$ cat config.mk
export PLATFORM = sky130hd
export DESIGN_NAME = rpn_ctrl
export DESIGN_NICKNAME = d
export VERILOG_FILES = /design/src/hdl/rpn_pkg.sv /design/src/hdl/rpn_ctrl.sv
export SDC_FILE = /design/constraint.sdc
export NUM_CORES = 1
export LEC_CHECK = 0
export BUFFER_PORTS_ARGS = -buffer_cell sky130_fd_sc_hd__buf_4
export CORE_MARGIN = 2
export CORE_UTILIZATION = 30
export CTS_CLUSTER_DIAMETER = 50
export CTS_CLUSTER_SIZE = 30
export DETAILED_ROUTE_END_ITERATION = 10
export GPL_ROUTABILITY_DRIVEN = 1
export GPL_TIMING_DRIVEN = 0
export MAX_ROUTING_LAYER = met4
export PLACE_DENSITY = 0.62
export SLEW_MARGIN = 20
export SYNTH_ARGS = -nofsm -noshare
export SYNTH_HDL_FRONTEND = slang
export SYNTH_SLANG_ARGS = --single-unit
$ cat constraint.sdc
create_clock -name clk -period 1.7 [get_ports clk]
set_clock_uncertainty 0.1 [all_clocks]
set_input_delay 0.17 -clock clk [delete_from_list [all_inputs] [get_ports clk]]
set_output_delay 0.17 -clock clk [all_outputs]
set_load 0.02 [all_outputs]
$ cat src/hdl/rpn_pkg.sv
`default_nettype none
package rpn_pkg;

  localparam int VALUE_W         = 32;
  localparam int FRAC_BITS       = 16;
  localparam int MAG_W           = VALUE_W + FRAC_BITS;
  localparam int STACK_DEPTH_DEF = 128;

  localparam logic [VALUE_W-1:0] MAX_POS = {1'b0, {(VALUE_W-1){1'b1}}};
  localparam logic [VALUE_W-1:0] MIN_NEG = {1'b1, {(VALUE_W-1){1'b0}}};

  typedef enum logic [3:0] {
    OP_PUSH     = 4'd0,
    OP_ADD      = 4'd1,
    OP_SUB      = 4'd2,
    OP_MUL      = 4'd3,
    OP_DIV      = 4'd4,
    OP_REM      = 4'd5,
    OP_PEEK     = 4'd6,
    OP_DUP      = 4'd7,
    OP_SWAP     = 4'd8,
    OP_CLEAR    = 4'd9,
    OP_POP_SHOW = 4'd10
  } op_t;

  typedef enum logic [2:0] {
    ST_OK       = 3'd0,
    ST_FULL     = 3'd1,
    ST_EMPTY    = 3'd2,
    ST_ZERO_DIV = 3'd3,
    ST_SAT      = 3'd4
  } status_t;

  typedef enum logic [3:0] {
    S_IDLE,
    S_DISPATCH,
    S_GOT_B,
    S_DECIDE,
    S_GOT_A,
    S_EXEC,
    S_WAIT,
    S_SWAP1,
    S_SWAP2
  } state_t;

  typedef enum logic {
    RD_TOP,
    RD_SEC
  } rd_sel_t;

  typedef enum logic [1:0] {
    WA_SP,
    WA_TOP,
    WA_SEC
  } wr_sel_t;

  typedef enum logic [1:0] {
    WS_OPERAND,
    WS_B,
    WS_A,
    WS_RES
  } wr_src_t;

  typedef enum logic [1:0] {
    SP_HOLD,
    SP_INC,
    SP_DEC,
    SP_CLR
  } sp_op_t;

  typedef struct packed {
    logic    ld_in;
    logic    rd_en;
    rd_sel_t rd_sel;
    logic    ld_b;
    logic    ld_a;
    logic    wr_en;
    wr_sel_t wr_sel;
    wr_src_t wr_src;
    sp_op_t  sp_op;
    logic    alu_go;
    op_t     alu_op;
    logic    emit;
    status_t status;
    logic    show;
  } cmd_t;

  typedef struct packed {
    logic sp_zero;
    logic sp_lt2;
    logic sp_full;
    logic b_zero;
    logic alu_done;
    logic alu_sat;
  } stat_t;

  // magnitude and sign to value, clamped; returns {sat, value}
  function automatic logic [VALUE_W:0] fit_mag(input logic [MAG_W-1:0] m, input logic neg);
    logic [VALUE_W:0] r;
    if (!neg) begin
      if (m > MAG_W'(MAX_POS)) r = {1'b1, MAX_POS};
      else                     r = {1'b0, m[VALUE_W-1:0]};
    end else begin
      if (m > MAG_W'(MIN_NEG)) r = {1'b1, MIN_NEG};
      else                     r = {1'b0, VALUE_W'(-m[VALUE_W-1:0])};
    end
    return r;
  endfunction

endpackage
`default_nettype wire

$ cat src/hdl/rpn_ctrl.sv
`default_nettype none
module rpn_ctrl (
  input  wire logic          clk,
  input  wire logic          rst_n,
  input  wire logic          start,
  input  wire logic [3:0]    in_op,
  input  rpn_pkg::stat_t     stat,
  output logic               busy,
  output rpn_pkg::cmd_t      cmd
);

  rpn_pkg::state_t state_r, state_nxt;
  rpn_pkg::op_t    op_r, op_nxt;

  always_ff @(posedge clk) begin
    if (!rst_n) begin
      state_r <= rpn_pkg::S_IDLE;
    end else begin
      state_r <= state_nxt;
    end
  end

  always_ff @(posedge clk) begin
    op_r <= op_nxt;
  end

  assign busy = (state_r != rpn_pkg::S_IDLE);

  always_comb begin
    state_nxt = state_r;
    op_nxt    = op_r;
    cmd       = '0;
    unique case (state_r)
      rpn_pkg::S_IDLE: begin
        if (start) begin
          cmd.ld_in = 1'b1;
          op_nxt    = rpn_pkg::op_t'(in_op);
          state_nxt = rpn_pkg::S_DISPATCH;
        end
      end
      rpn_pkg::S_DISPATCH: begin
        state_nxt = rpn_pkg::S_IDLE;
        case (op_r)
          rpn_pkg::OP_PUSH: begin
            cmd.emit = 1'b1;
            if (stat.sp_full) begin
              cmd.status = rpn_pkg::ST_FULL;
            end else begin
              cmd.wr_en  = 1'b1;
              cmd.wr_sel = rpn_pkg::WA_SP;
              cmd.wr_src = rpn_pkg::WS_OPERAND;
              cmd.sp_op  = rpn_pkg::SP_INC;
            end
          end
          rpn_pkg::OP_ADD, rpn_pkg::OP_SUB, rpn_pkg::OP_MUL, rpn_pkg::OP_SWAP: begin
            if (stat.sp_lt2) begin
              cmd.emit   = 1'b1;
              cmd.status = rpn_pkg::ST_EMPTY;
            end else begin
              cmd.rd_en  = 1'b1;
              cmd.rd_sel = rpn_pkg::RD_TOP;
              state_nxt  = rpn_pkg::S_GOT_B;
            end
          end
          rpn_pkg::OP_DIV, rpn_pkg::OP_REM, rpn_pkg::OP_PEEK, rpn_pkg::OP_DUP: begin
            if (stat.sp_zero) begin
              cmd.emit   = 1'b1;
              cmd.status = rpn_pkg::ST_EMPTY;
            end else begin
              cmd.rd_en  = 1'b1;
              cmd.rd_sel = rpn_pkg::RD_TOP;
              state_nxt  = rpn_pkg::S_GOT_B;
            end
          end
          rpn_pkg::OP_POP_SHOW: begin
            if (stat.sp_zero) begin
              cmd.emit = 1'b1;
            end else begin
              cmd.rd_en  = 1'b1;
              cmd.rd_sel = rpn_pkg::RD_TOP;
              state_nxt  = rpn_pkg::S_GOT_B;
            end
          end
          rpn_pkg::OP_CLEAR: begin
            cmd.sp_op = rpn_pkg::SP_CLR;
            cmd.emit  = 1'b1;
          end
          default: begin
            cmd.emit = 1'b1;
          end
        endcase
      end
      rpn_pkg::S_GOT_B: begin
        cmd.ld_b  = 1'b1;
        state_nxt = rpn_pkg::S_DECIDE;
      end
      rpn_pkg::S_DECIDE: begin
        state_nxt = rpn_pkg::S_IDLE;
        case (op_r)
          rpn_pkg::OP_DIV, rpn_pkg::OP_REM: begin
            if (stat.b_zero) begin
              // divisor is dropped even when it is the only entry
              cmd.sp_op  = rpn_pkg::SP_DEC;
              cmd.emit   = 1'b1;
              cmd.status = rpn_pkg::ST_ZERO_DIV;
            end else if (stat.sp_lt2) begin
              cmd.emit   = 1'b1;
              cmd.status = rpn_pkg::ST_EMPTY;
            end else begin
              cmd.rd_en  = 1'b1;
              cmd.rd_sel = rpn_pkg::RD_SEC;
              state_nxt  = rpn_pkg::S_GOT_A;
            end
          end
          rpn_pkg::OP_ADD, rpn_pkg::OP_SUB, rpn_pkg::OP_MUL, rpn_pkg::OP_SWAP: begin
            cmd.rd_en  = 1'b1;
            cmd.rd_sel = rpn_pkg::RD_SEC;
            state_nxt  = rpn_pkg::S_GOT_A;
          end
          rpn_pkg::OP_PEEK: begin
            cmd.emit = 1'b1;
            cmd.show = 1'b1;
          end
          rpn_pkg::OP_DUP: begin
            cmd.emit = 1'b1;
            if (stat.sp_full) begin
              cmd.status = rpn_pkg::ST_FULL;
            end else begin
              cmd.wr_en  = 1'b1;
              cmd.wr_sel = rpn_pkg::WA_SP;
              cmd.wr_src = rpn_pkg::WS_B;
              cmd.sp_op  = rpn_pkg::SP_INC;
            end
          end
          rpn_pkg::OP_POP_SHOW: begin
            cmd.sp_op = rpn_pkg::SP_DEC;
            cmd.emit  = 1'b1;
            cmd.show  = 1'b1;
          end
          default: begin
            cmd.emit = 1'b1;
          end
        endcase
      end
      rpn_pkg::S_GOT_A: begin
        cmd.ld_a  = 1'b1;
        state_nxt = (op_r == rpn_pkg::OP_SWAP) ? rpn_pkg::S_SWAP1 : rpn_pkg::S_EXEC;
      end
      rpn_pkg::S_EXEC: begin
        cmd.alu_go = 1'b1;
        cmd.alu_op = op_r;
        state_nxt  = rpn_pkg::S_WAIT;
      end
      rpn_pkg::S_WAIT: begin
        if (stat.alu_done) begin
          cmd.wr_en  = 1'b1;
          cmd.wr_sel = rpn_pkg::WA_SEC;
          cmd.wr_src = rpn_pkg::WS_RES;
          cmd.sp_op  = rpn_pkg::SP_DEC;
          cmd.emit   = 1'b1;
          cmd.status = stat.alu_sat ? rpn_pkg::ST_SAT : rpn_pkg::ST_OK;
          state_nxt  = rpn_pkg::S_IDLE;
        end
      end
      rpn_pkg::S_SWAP1: begin
        cmd.wr_en  = 1'b1;
        cmd.wr_sel = rpn_pkg::WA_TOP;
        cmd.wr_src = rpn_pkg::WS_A;
        state_nxt  = rpn_pkg::S_SWAP2;
      end
      rpn_pkg::S_SWAP2: begin
        cmd.wr_en  = 1'b1;
        cmd.wr_sel = rpn_pkg::WA_SEC;
        cmd.wr_src = rpn_pkg::WS_B;
        cmd.emit   = 1'b1;
        state_nxt  = rpn_pkg::S_IDLE;
      end
      default: begin
        state_nxt = rpn_pkg::S_IDLE;
      end
    endcase
  end

endmodule
`default_nettype wire

==> summary.md, run 1 <==
| Metric | Value |
|---|---|
| Pwr Density | 436 nW/um2 |
| Syn_nets | 108 |
| Die extent in y | 53.5 um |
| Worst Setup Path Type | flop to output pin |
| Slew margin rel. | 0.790 |
| Max Fclk | 436 MHz |
| Seq/Total Area, Yosys | 0.272 |
| Slowest Stage Delay on Critical Path | 510 ps |
| Sw Pwr | 190 uW |
| Max VDD drop | 0.361 mV |
| Final Critical Period | 2290 ps |
| Synthesized area per cell | 7.74 um2 |
| Highest-count cells in the layout ignoring fill and taps | 41 x buf_4, 10 x buf_6, 6 x nor3_1, 6 x nand2_1 |
| CTS Root Cell | clkbuf_4 |
| Leak | 0.600 nW |
| Die Footprint | 2860 um2 |
| Post-place instance area | 1060 um2 |
| Failing checks | negative setup slack |
| Io pins | 36 |
| Final Instance Area | 1420 um2 |
| Final TNS setup | -3980 ps |
| Die X | 53.5 um |
| Routed wire length | 2.73 mm |
| Combinational Power Share | 0.397 |
| Total number of vias | 947 |
| Total track usage | 0.213 |
| Status | complete, but fails checks |
| Commonest non-fill, non-tap cell in the layout | buf_4 |
| Critical Path RT | 1430 ps |
| Worst-path clk slew | 50 ps |
| Worst setup margin | -593 ps |
| CTS tree | yes |
| DRC marker count from the first detailed-route iteration | 29 |
| Setup violators final | 11 |
| Max Slew Vio Count | 0 |
| Layout cells sized above 1 | 0.614 |
| Top_reg_cell synth | edfxtp_1 |
| RSZ-0062 raised after global routing | yes |
| Largest net degree at the start of global routing | 11 |
| Hpwl dp | 1.73 mm |
| Actual slew at the worst max-slew pin | 311 ps |
| Total Power | 617 uW |
| Standard-cell rows | 17 |
| DR vias/cell | 5.23 |
| CP Launch Type | flop |
| Critical path fanouts, max | 2 |
| Antenna violations before repair | 0 |
| Routed wire per std cell | 15.1 um |
| Critical Path, Cell by Cell | or4b_4, or3_4, a211oi_4, o21bai_4, buf_6 |
| First-pass GRT wire length | 4.24 mm |
| Filler cell count | 204 |
| H-tree depth | 1 |
| Deepest clock path buffer count | 2 |
| # port buffers | 35 |
| Internal Pwr Total | 427 uW |
| Reg power frac | 0.361 |
| HP Class | primary input to flop |
| Core area | 2280 um2 |
| Cell variety after synth | 40 |
| RePlAce Congestion | 0.817 |
| Initial core utilization | 0.323 |
| Yosys reg bits | 8 |
| Cell Area, Synth | 736 um2 |
| Global route overflow | 0 |
| Total CTS buffers | 3 |
| Final antenna diode count | 0 |
| Layout Utilization | 0.622 |
| Clock network power share | 0.242 |
| Net count reported at finish | 167 |
| Drt first pass iters | 4 |
| Later-pin clock latency in the skew report | 250 ps |
| Clock tree sinks | 8 |
| EDFF count, synth | 4 |
| Max_cap viols | 0 |
| Async S/R FF share, synth | 0 |
| Area Overhead vs Synth | 92.3% |
| Vias in the first global route | 916 |
| Final hold vios | 0 |
| Worst Path Arrival | 2020 ps |
| Antenna-violating nets left | 0 |
| Max stage delay cell, worst path | or4b_4 |
| Hold Slack | 57.4 ps |
| Worst Setup End Kind | output pin |
| Synth warnings | 0 |
| Tcrit/Tclk final | 1.35 |
| Switching Fraction | 0.308 |
| Post-Syn Instances | 95 |
| DRC viols | 0 |
critical path, delay by kind of cell, from the launching register on:
| family | cells | cell delay (ps) |
|---|---|---|
| buf+inv | 1 | 130 |
| simple gates | 2 | 870 |
| flops | 1 | 340 |
| compound gates | 2 | 430 |
cell families after synthesis:
group,synth area share
AOI/OAI and AO/OA,0.243
DFF,0.272
xor gates and xnor gates,0.0119
and+or+nand+nor,0.415
muxes,0.0136
buffers and inverters,0.0442
timing repair:
| action | CTS | global route |
|---|---|---|
| pin swaps | 7 | 5 |
| endpoints found under the setup margin | 23 | 22 |
| resized for setup | 32 | 25 |
| hold endpoints to repair | 4 | 0 |
| buffers inserted | 12 | 3 |
| hold buffers | 4 | 0 |
worst paths after layout:
path | startpoint | end | slack, ps | cells past startpoint
max reg2reg | op_r[3] | state_r[2] | 20 | 5
max | state_r[3] | cmd[10] | -590 | 5
min reg2reg | state_r[2] | state_r[0] | 560 | 2
min | rst_n | state_r[3] | 60 | 2
final cells by class:
type | instances | area [um2] | area share
Clock buffer | 4 | 26.3 | 0.0186
Timing Repair Buffer | 54 | 449 | 0.317
Inverter | 2 | 7.51 | 0.00531
Buffer | 6 | 51.3 | 0.0363
Sequential cell | 8 | 206 | 0.146
Tap cell | 28 | 35.0 | 0.0248
Multi-Input combinational cell | 79 | 639 | 0.452
stage by stage:
step	worst slack [ps]	instances
final	-593	181
after global routing	-624	181
after CTS	-614	178
after detailed placement	-416	158
after global placement	-414	158
after floorplan	-183	95
flip-flops by register name (all words and copies together) (netlist names):
register / count
op_r: 4
state_r: 4
power groups by stage:
stage	Sequential, mW	Clock, mW	Combinational [mW]
floorplan	0.225	0	0.101
global placement	0.228	0	0.161
detailed placement	0.229	0	0.163
CTS	0.221	0.155	0.219
global route	0.224	0.168	0.261
finish	0.223	0.149	0.245
Yosys cell counts, types with 3 or more instances:
master,number,area [um2]
clkbuf_1,4,15.0
o21ai_0,3,15.0
nor3_1,6,30.0
nor2_1,11,41.3
nand2b_1,6,37.5
edfxtp_1,4,120
and2_1,4,25.0
dfxtp_1,4,80.1
nand2_1,8,30.0
a21oi_1,5,25.0
layer usage:
metal | track usage | vias up | share of wire
li1 | - | 470 | -
met5 | - | - | 0
met1 | 0.253 | 443 | 0.42
met2 | 0.374 | 28 | 0.54
met4 | 0.0769 | 0 | 0.015
met3 | 0.0169 | 6 | 0.032
(Power assumes the default switching activity.)
==> run 2, diff against run 1 <==
==> constraint.sdc (replaced) <==
create_clock -name clk -period 1.7 [get_ports clk]
set_clock_uncertainty 0.1 [all_clocks]
set_input_delay 0.17 -clock clk [delete_from_list [all_inputs] [get_ports clk]]
set_output_delay 0.17 -clock clk [all_outputs]
set_load 0.1 [all_outputs]
==> summary.md, run 2 (same netlist as run 1, synthesis figures left out) <==
| Metric | Value |
|---|---|
| Status | complete, but fails checks |
| Failing checks | negative setup slack |
| Total CTS buffers | 3 |
| Clock tree sinks | 8 |
| Layout cells sized above 1 | 0.744 |
| Worst Setup Path Type | flop to output pin |
| First-pass GRT wire length | 4.72 mm |
| Die Footprint | 2860 um2 |
| Crit path depth | 5 |
| Total number of vias | 1079 |
| CTS Root Cell | clkbuf_4 |
| Clock network power share | 0.193 |
| Pwr Density | 378 nW/um2 |
| Later-pin clock latency in the skew report | 250 ps |
| Drt first pass iters | 4 |
| Worst-path clk slew | 50 ps |
| Final Critical Period | 2390 ps |
| DRC viols | 0 |
| Worst setup margin | -691 ps |
| Critical path fanouts, max | 2 |
| Routed wire length | 3.42 mm |
| Largest delay share family, worst path | simple AND/OR/NAND/NOR gates |
| Actual slew at the worst max-slew pin | 483 ps |
| Max VDD drop | 0.687 mV |
| Io pins | 36 |
| Setup violators final | 23 |
| Place WS | -641 ps |
| Vias in the first global route | 1001 |
| Hold path cells | 2 |
| CTS tree | yes |
| DR vias/cell | 5.51 |
| Standard-cell rows | 17 |
| Highest-count cells in the layout ignoring fill and taps | 27 x buf_4, 24 x buf_12, 16 x buf_6, 5 x nor2_4, 5 x nor2_1 |
| Largest net degree at the start of global routing | 11 |
| # port buffers | 35 |
| Deepest clock path buffer count | 2 |
| Leak | 0.795 nW |
| Internal Pwr Total | 481 uW |
| Slowest Stage Delay on Critical Path | 550 ps |
| Max_cap viols | 0 |
| DRC marker count from the first detailed-route iteration | 25 |
| Worst Setup End Kind | output pin |
| Largest regs | op_r: 4 flops, state_r: 4 flops |
| Max Slew Vio Count | 0 |
| Global route overflow | 0 |
| Hpwl dp | 1.90 mm |
| Reg2Reg Depth | 5 |
| H-tree depth | 1 |
| Worst Path Arrival | 2120 ps |
| HP Class | primary input to flop |
| Antenna-violating nets left | 0 |
| Buf+Inv Stages, Crit Path | 1 |
| RSZ-0062 raised after global routing | yes |
| Final antenna diode count | 0 |
| Commonest non-fill, non-tap cell in the layout | buf_4 |
| Routed wire per std cell | 17.5 um |
| Die X | 53.5 um |
| Sw Pwr | 310 uW |
| Total track usage | 0.232 |
| Max Fclk | 418 MHz |
| Reg power frac | 0.283 |
| Final TNS setup | -7460 ps |
| Antenna violations before repair | 0 |
| Slew margin rel. | 0.675 |
| Switching Fraction | 0.392 |
| Final hold vios | 0 |
| Combinational Power Share | 0.524 |
| Tcrit/Tclk final | 1.41 |
| Critical Path, Cell by Cell | or4b_4, or3_4, a211oi_4, o21bai_4, buf_12 |
| Total Power | 791 uW |
| Critical Path RT | 1430 ps |
| Core area | 2280 um2 |
| CP Launch Type | flop |
| Net count reported at finish | 182 |
| Die extent in y | 53.5 um |
| Area Overhead vs Synth | 184% |
| RePlAce Congestion | 0.783 |
| Max stage delay cell, worst path | or4b_4 |
| Initial core utilization | 0.323 |
-- run 2: changes by cell type in the layout (fill, tap and decap cells not counted), moves of 4 or more --
cell and change:
nor3_1 -5, buf_12 +24, buf_4 -14, buf_6 +6, nor3_4 +4
-- run 2: timing repair --
action	in CTS	in global routing
pin swaps	18	15
setup endpoints to repair	23	25
resized for setup	87	33
hold buffers	4	0
buffers inserted	17	16
hold endpoints to repair	4	0
-- run 2: per-layer routing --
metal | wire (um) | global-route usage | share of wire | vias up
met5 | 0 | - | 0 | -
met4 | 90 | 0.0641 | 0.026 | 0
met3 | 144 | 0.0226 | 0.042 | 8
met2 | 1800 | 0.426 | 0.53 | 47
met1 | 1390 | 0.265 | 0.41 | 524
li1 | - | - | - | 500
-- run 2: power groups by stage --
| stage | combinational [mW] | clock (mW) | sequential, mW |
|---|---|---|---|
| finish | 0.414 | 0.153 | 0.224 |
| global route | 0.431 | 0.167 | 0.225 |
| CTS | 0.358 | 0.161 | 0.221 |
| detailed placement | 0.284 | 0 | 0.228 |
| global placement | 0.282 | 0 | 0.228 |
| floorplan | 0.218 | 0 | 0.225 |
-- run 2: final timing paths --
kind              startpoint         end  slack, ps
hold reg to reg   state_r[2]  state_r[0]        550
setup reg to reg  state_r[3]  state_r[1]          0
setup / recovery  state_r[3]     cmd[10]       -690
hold / removal         rst_n  state_r[3]         50
-- run 2: cell type report --
class                           count  area [um2]
Buffer                              6        75.1
Clock buffer                        4        26.3
Fill cell                          81         184
Inverter                            2        17.5
Multi-Input combinational cell     79         847
Sequential cell                     8         206
Tap cell                           28        35.0
Timing Repair Buffer               69         885
-- run 2: per-stage QoR --
stage	util	area, um2	instances	hold slack, ps
3_3_place_gp	0.577	1310	158	249
3_5_place_dp	0.577	1310	158	250
4_1_cts	0.827	1880	183	39.8
5_1_grt	0.919	2090	196	54.2
2_1_floorplan	-	1020	95	169
6_report	0.919	2090	196	53.7
-- run 2: worst register-to-register path, cell delays in order (launching register included) --
cell      delay (ps)
dfxtp_4          340
or4b_4           550
buf_4            150
buf_6            110
nand3b_1         210
a21boi_1         160
